===== src/rtl/sactl_pkg.sv =====
// Shared types and constants for the cache tag lookup core.
// No dependencies; imported by every module of the block.
`timescale 1ns / 1ps

package sactl_pkg;

  localparam int SET_IDX_W = 6;
  localparam int TAG_IN_W  = 20;
  localparam int OUT_WAY_W = 2;
  localparam int TAG_OUT_W = 20;
  localparam int POLICY_W  = 2;
  localparam int PADDR_W   = 3;
  localparam int PDATA_W   = 32;

  // replacement policy codes; the unused codes behave as random
  localparam logic [POLICY_W-1:0] POL_LRU  = 2'd0;
  localparam logic [POLICY_W-1:0] POL_FIFO = 2'd1;

  // register index, decoded from paddr[2]
  localparam logic REG_POLICY = 1'b0;

  localparam logic [15:0] LFSR_TAPS = 16'hB400;
  localparam logic [15:0] LFSR_SEED = 16'hACE1;

  typedef struct packed {
    logic [SET_IDX_W-1:0] set_index;
    logic [TAG_IN_W-1:0]  tag;
  } cmd_t;

  typedef struct packed {
    logic                 hit;
    logic [OUT_WAY_W-1:0] way;
    logic                 evicted;
    logic [TAG_OUT_W-1:0] evicted_tag;
  } res_t;

  function automatic logic [15:0] lfsr_next(input logic [15:0] v);
    logic [15:0] s;
    s = {1'b0, v[15:1]};
    if (v[0]) begin
      s = s ^ LFSR_TAPS;
    end
    return s;
  endfunction

endpackage


===== src/rtl/sactl_way_logic.sv =====
// Tag compare, victim choice and rank update for one set row.
// Purely combinational; depends on sactl_pkg.
`timescale 1ns / 1ps

module sactl_way_logic import sactl_pkg::*; #(
  parameter int WAYS     = 4,
  parameter int TAG_BITS = 20,
  parameter int RANK_W   = 3,
  parameter int WAY_W    = 2
) (
  input  logic [POLICY_W-1:0]            policy_i,
  input  logic [TAG_BITS-1:0]            tag_i,
  input  logic [WAY_W-1:0]               rnd_way_i,
  input  logic [WAYS-1:0]                valid_i,
  input  logic [WAYS-1:0][RANK_W-1:0]    rank_i,
  input  logic [WAYS-1:0][TAG_BITS-1:0]  tags_i,
  output logic [WAYS-1:0]                valid_o,
  output logic [WAYS-1:0][RANK_W-1:0]    rank_o,
  output logic [WAYS-1:0][TAG_BITS-1:0]  tags_o,
  output res_t                           res_o
);

  localparam logic [RANK_W-1:0] TOP_RANK = RANK_W'(WAYS);

  logic [WAYS-1:0]   hit_vec;
  logic [WAYS-1:0]   min_vec;
  logic              found;
  logic              have_inv;
  logic              rand_pol;
  logic [WAY_W-1:0]  hit_way;
  logic [WAY_W-1:0]  inv_way;
  logic [WAY_W-1:0]  min_way;
  logic [WAY_W-1:0]  victim;
  logic [WAY_W-1:0]  out_way;
  logic [RANK_W-1:0] hit_rank;

  always_comb begin
    rand_pol = !((policy_i == POL_LRU) || (policy_i == POL_FIFO));

    for (int i = 0; i < WAYS; i++) begin
      hit_vec[i] = valid_i[i] && (tags_i[i] == tag_i);
      // oldest way: strictly below earlier ways, not above later ones
      min_vec[i] = 1'b1;
      for (int j = 0; j < WAYS; j++) begin
        if (j < i) begin
          min_vec[i] = min_vec[i] && (rank_i[i] < rank_i[j]);
        end else if (j > i) begin
          min_vec[i] = min_vec[i] && (rank_i[i] <= rank_i[j]);
        end
      end
    end

    found    = |hit_vec;
    have_inv = !(&valid_i);
    hit_way  = '0;
    inv_way  = '0;
    min_way  = '0;
    for (int i = WAYS - 1; i >= 0; i--) begin
      if (hit_vec[i]) begin
        hit_way = WAY_W'(i);
      end
      if (!valid_i[i]) begin
        inv_way = WAY_W'(i);
      end
      if (min_vec[i]) begin
        min_way = WAY_W'(i);
      end
    end

    if (have_inv) begin
      victim = inv_way;
    end else if (rand_pol) begin
      victim = rnd_way_i;
    end else begin
      victim = min_way;
    end

    hit_rank = rank_i[hit_way];
    valid_o  = valid_i;
    rank_o   = rank_i;
    tags_o   = tags_i;

    if (found) begin
      if (policy_i == POL_LRU) begin
        for (int i = 0; i < WAYS; i++) begin
          if (rank_i[i] > hit_rank) begin
            rank_o[i] = rank_i[i] - 1'b1;
          end
        end
        rank_o[hit_way] = TOP_RANK;
      end
    end else begin
      if (!rand_pol) begin
        for (int i = 0; i < WAYS; i++) begin
          if ((WAY_W'(i) != victim) && valid_i[i] && (rank_i[i] != '0)) begin
            rank_o[i] = rank_i[i] - 1'b1;
          end
        end
        rank_o[victim] = TOP_RANK;
      end
      tags_o[victim]  = tag_i;
      valid_o[victim] = 1'b1;
    end

    out_way           = found ? hit_way : victim;
    res_o.hit         = found;
    res_o.way         = OUT_WAY_W'(out_way);
    res_o.evicted     = !found && !have_inv;
    res_o.evicted_tag = (!found && !have_inv) ? TAG_OUT_W'(tags_i[victim]) : '0;
  end

endmodule

===== config.mk =====
export PLATFORM = sky130hd
export DESIGN_NAME = sactl_way_logic
export DESIGN_NICKNAME = d
export VERILOG_FILES = /design/src/rtl/sactl_pkg.sv /design/src/rtl/sactl_way_logic.sv
export SDC_FILE = /design/constraint.sdc
export NUM_CORES = 1
export LEC_CHECK = 0
export ABC_AREA = 0
export ABC_CLOCK_PERIOD_IN_PS = 8800
export BUFFER_PORTS_ARGS = -buffer_cell sky130_fd_sc_hd__buf_4
export CAP_MARGIN = 20
export CORE_MARGIN = 4
export CORE_UTILIZATION = 49
export DETAILED_ROUTE_END_ITERATION = 8
export PLACE_DENSITY = 0.84
export SLEW_MARGIN = 20
export SYNTH_ARGS = -nofsm -noshare
export SYNTH_HDL_FRONTEND = slang
export SYNTH_SLANG_ARGS = --single-unit

===== constraint.sdc =====
create_clock -name vclk -period 8.8
set_clock_uncertainty 0.15 [all_clocks]
set_input_delay 1.76 -clock vclk [all_inputs]
set_output_delay 1.76 -clock vclk [all_outputs]
set_load 0.01 [all_outputs]

==> metrics.txt, run 1 <==
CTS Hold Buffers Added=0; max_cap viols=0; Synth top cells by count=mux2_2 (84), xnor2_1 (58), nor2_1 (47); min-delay src=tags_i[1]; mux cell area share after synthesis=28.8%; CP endpoint kind=output pin; post-synthesis simple-gate area fraction=21.3%; port buffer count=240; relative slew slack=25.6%; Ports=240; Unique masters post-synth=68; GR Util All Layers=33.6%; Resized cells post-CTS=0; Arrival @ worst endpoint=6.08 ns; count of final setup violators=0; Slew Limit Fails=0; antenna viol nets, final=0; crit path time final=7.99 ns; Cells after Synth=638; Power, Total=0.000418 W; post-synthesis xor/xnor area fraction=15.3%; worst setup path category=input port to output pin; chip height=107 um; floorplan die width=107 um; Antenna diodes=0; Pleak=2.94 nW; Fmax achieved=0.125 GHz; startpoint types=input port; Mapped Nets=792; synth top area cells=mux2_2 (20%), xnor2_1 (10%), ha_1 (8.8%); hold endpoint=tags_o[1]; worst hold path type=input port to output pin; Hold Violations, Final=0; Req. time, crit path=6.89 ns; remaining routing DRC violations=0; WHS Path Cells=3; number of fill cells=819; Starting DRT DRC Count=407; Fin Hold WS=3.69 ns; Overflow after GRT=0; post-synth top area cell=mux2_2; layout overhead on the synthesized area=36.7%; GPL Wtd Cong=0.961; Pwr Density=63.2 nW/um^2; maximum fanout along the worst path=8; most common cell in the netlist=mux2_2; initial antenna violation count=0; sequential cell count=0; Multi-input gate area=4500 sq um; largest family of logic cells by synthesized area=multiplexers; vias per inst=6.14; Setup Buffers After CTS=0; actual slew at the worst max-slew pin=1.11 ns; Row Count=36; Adder-Cell Fraction of Synth Area=8.79%; Nets=993; run status=finished clean; setup_tns=0 ns; worst vdd ir=0.0531 mV; Synth Area in Compound Gates=18.5%; yosys warns=0; via count=5952; DP HPWL=16600 um; starting density of the core=50.0%; share of cells above drive strength 1=41.8%; Pre-antenna DRT Iters=6; Seq/Total Area, Yosys=0%; full die area=11500 sq um; largest net degree at the start of global routing=52; Tcrit/Tclk final=90.7%; vias in the first global route=5938; Core Area=9680 sq um; Mean Syn Cell Area=7.59 sq um; Sequential Area=0 sq um; Yosys top cell area share=19.5%; first-pass GRT wire length=31100 um; WL final=20400 um; RSZ-0062 raised after global routing=no; average wire per standard cell=21.1 um; # clk buffers=0; Mapped Area=4840 sq um
==> layout by cell type (no fill, tap or decap), types with 21 or more instances in the layout <==
cell type / instances
buf_4: 245
mux2_2: 84
xnor2_1: 58
nor2_1: 46
nand2_1: 41
ha_1: 34
inv_1: 28
a21oi_1: 27
nand4_1: 24
mux2i_1: 23
a211oi_1: 22
o21ai_0: 21
==> cell type report <==
type | instances | share of cell area, %
tap | 133 | 2.52
timing repair buffer | 245 | 27.8
inverter | 28 | 1.59
multi-input combinational | 564 | 68.1
==> stage by stage <==
step	instance area (sq um)	setup slack (ns)	instances	util, %
5_1_grt	6620	0.503	970	68.3
4_1_cts	6620	0.846	970	68.3
3_3_place_gp	6620	1.05	970	68.3
6_report	6620	0.814	970	68.3
2_1_floorplan	4840	1.51	638	-
3_5_place_dp	6620	0.844	970	68.3
==> worst max-delay path by stage <==
stage,endpoint,from,slack [ns]
after floorplan,rank_o[10],tag_i[0],1.51
after global placement,rank_o[9],tag_i[5],1.05
after detailed placement,rank_o[9],tag_i[5],0.84
after CTS,rank_o[9],tag_i[5],0.85
after global routing,rank_o[9],tag_i[5],0.50
final,rank_o[9],tag_i[5],0.81
==> power by group <==
group	internal [W]	total, W	switching [W]
Combinational	0.000202	0.000418	0.000216
Clock	0	0	0
Sequential	0	0	0
Total	0.000202	0.000418	0.000216
==> routing by layer <==
layer | part of all wire, % | global-route usage (%) | up-vias
met2 | 50 | 60.8 | 348
met4 | 5.4 | 17.4 | 0
met5 | 0 | 0 | -
met3 | 8.1 | 4.44 | 77
met1 | 37 | 38.1 | 2774
li1 | - | - | 2753
==> logic make-up after synthesis <==
group                    after synthesis
AND/OR/NAND/NOR                      200
multiplexers                         125
AO/OA/AOI/OAI                        124
XOR/XNOR                              81
buffers and inverters                 74
adder cells (fa/ha/maj)               34
==> worst max-delay path: stages <==
cell and delay [ns]:
buf_4 0.15, xor2_1 0.18, nor4_2 0.42, and4_1 0.31, nand2_1 0.13, and3_1 0.18, o21ai_0 0.37, nand2_1 0.09
o21ai_0 0.08, nor2_1 0.05, a221oi_1 0.55, ha_1 0.38, nor2_1 0.15, nand2_1 0.07, nor3_1 0.28, a311oi_4 0.10
or2_1 0.28, mux2_4 0.29, mux2i_4 0.12, buf_4 0.15
Power figures use the tool's default switching activity.
==> run 2, diff against run 1 <==
Settings changed: CELL_PAD_IN_SITES_DETAIL_PLACEMENT set to 1, CELL_PAD_IN_SITES_GLOBAL_PLACEMENT set to 2, CORE_UTILIZATION 49 to 26, PLACE_DENSITY 0.84 to 0.85.
==> run 2 against run 1 <==
Effect of this change:
- routed wire length up 16%
- hold slack better by 0.00098 ns
- sequential cell count stayed put
- non-clock buffer count grew 2
- maximum frequency increased by 0.62%
- utilization shrank 31 points
- critical path type unchanged
- largest power group unchanged
==> metrics.txt, run 2 (synthesized netlist as in run 1, its figures left out) <==
Antenna diodes=0 (unchanged); most frequent cells in the layout=buf_4 (247), mux2_2 (84), xnor2_1 (58); Sequential Area=0 sq um (unchanged); average wire per standard cell=22.2 um (+5.6%); actual slew at the worst max-slew pin=0.964 ns (-0.149 ns); pre-CTS setup slack=0.861 ns (+0.0166 ns); full die area=20900 sq um (+81%); WHS Path Cells=3 (unchanged); starting density of the core=26.7% (-23 points); WL final=23800 um (+16%); share of cells above drive strength 1=42.0% (+0.14 points); max_cap viols=0 (unchanged); layout overhead on the synthesized area=39.4%; antenna viol nets, final=0 (unchanged); Starting DRT DRC Count=243 (-40%); Resized cells post-CTS=0 (unchanged); Arrival @ worst endpoint=6.03 ns (-0.05 ns); most common cell after layout, fill and taps aside=buf_4; initial antenna violation count=0 (unchanged); Ports=240 (unchanged); largest net degree at the start of global routing=52 (unchanged); relative slew slack=35.5% (+9.9 points); worst hold path type=input port to output pin; Pre-antenna DRT Iters=4 (-2); setup_tns=0 ns (unchanged); Slew Limit Fails=0 (unchanged); Core Area=18100 sq um (+87%); Pleak=2.95 nW (+0.32%); vias in the first global route=6063 (+2.1%); sequential cell count=0 (unchanged); hold endpoint=tags_o[17]; worst setup path category=input port to output pin; Overflow after GRT=0 (unchanged); Row Count=49 (+36%); first-pass GRT wire length=35200 um (+13%); min-delay src=tags_i[17]; CP endpoint kind=output pin; design area=6750 sq um (+2.0%); GPL Wtd Cong=0.907 (-5.6%); # clk buffers=0 (unchanged); worst vdd ir=0.0355 mV (-33%); maximum fanout along the worst path=8 (unchanged); Setup Buffers After CTS=0 (unchanged); chip height=144 um (+35%); port buffer count=240 (unchanged); Fmax achieved=0.126 GHz (+0.62%); Hold Violations, Final=0 (unchanged); Post-DP Area=6750 sq um (+2.0%); startpoint types=input port; Tcrit/Tclk final=90.2% (-0.56 points); crit path time final=7.94 ns (-0.0494 ns); final setup margin=0.864 ns (+0.0494 ns); DP HPWL=19900 um (+20%); Req. time, crit path=6.89 ns (about the same); RSZ-0062 raised after global routing=no; Pwr Density=62.8 nW/um^2 (-0.56%); count of final setup violators=0 (unchanged); floorplan die width=144 um (+35%); remaining routing DRC violations=0 (unchanged); GR Util All Layers=21.5% (-12 points); CTS Hold Buffers Added=0 (unchanged); vias per inst=5.38 (-12%); via count=5742 (-3.5%); run status=finished clean; Nets=995 (+0.20%)
## run 2: cell count changes in the layout (fill, tap and decap cells not counted), sizes merged
| cell | previous run | this run |
|---|---|---|
| buf | 245 | 247 |
## run 2: layer usage
| layer | up-vias | part of all wire (%) | track usage [%] |
|---|---|---|---|
| met5 | - | 0 | 0 |
| met4 | 0 | 1.1 | 2.31 |
| met3 | 12 | 5.9 | 3.21 |
| met2 | 188 | 53 | 40.4 |
| met1 | 2774 | 40 | 26.5 |
| li1 | 2768 | - | - |
## run 2: final cells by class
type | instances | area [sq um]
Multi-Input combinational cell | 564 | 4500
Tap cell | 229 | 287
Fill cell | 2270 | 11400
Inverter | 28 | 105
Timing Repair Buffer | 247 | 1850
## run 2: how the worst max path moves through the flow
stage              from         end  cells past startpoint
6_report       tag_i[2]   rank_o[9]                     18
5_1_grt        tag_i[0]   rank_o[9]                     19
4_1_cts        tag_i[2]   rank_o[9]                     17
3_5_place_dp   tag_i[2]   rank_o[9]                     17
3_3_place_gp   tag_i[2]   rank_o[9]                     17
2_1_floorplan  tag_i[0]  rank_o[10]                     19
## run 2: through the flow
step / cells / hold slack [ns] / util, % / total power [W]
global route: 1068 / 3.71 / 37.2 / 0.000459
detailed placement: 1068 / 3.69 / 37.2 / 0.000426
global placement: 1068 / 3.69 / 37.2 / 0.000422
finish: 1068 / 3.69 / 37.2 / 0.000424
CTS: 1068 / 3.70 / 37.2 / 0.000428
floorplan: 638 / 3.48 / - / 0.000237
## run 2: worst max-delay path, cell delays in order
cell and delay, ns:
buf_4 0.15, xor2_1 0.18, nor4_1 0.64, nand4_1 0.46
o21ai_0 0.34, nand2_1 0.09, o21ai_0 0.09, nor2_1 0.06
a221oi_1 0.46, ha_1 0.35, nor2_1 0.14, nand2_1 0.07
nor3_1 0.29, a311oi_4 0.09, or2_1 0.27, mux2_4 0.29
mux2i_4 0.13, buf_4 0.15
## run 2: report_power, final
part	switching, W	total (W)	leakage [nW]	internal [W]
clock	0	0	0	0
combinational	0.000221	0.000424	2.95	0.000203
sequential	0	0	0	0
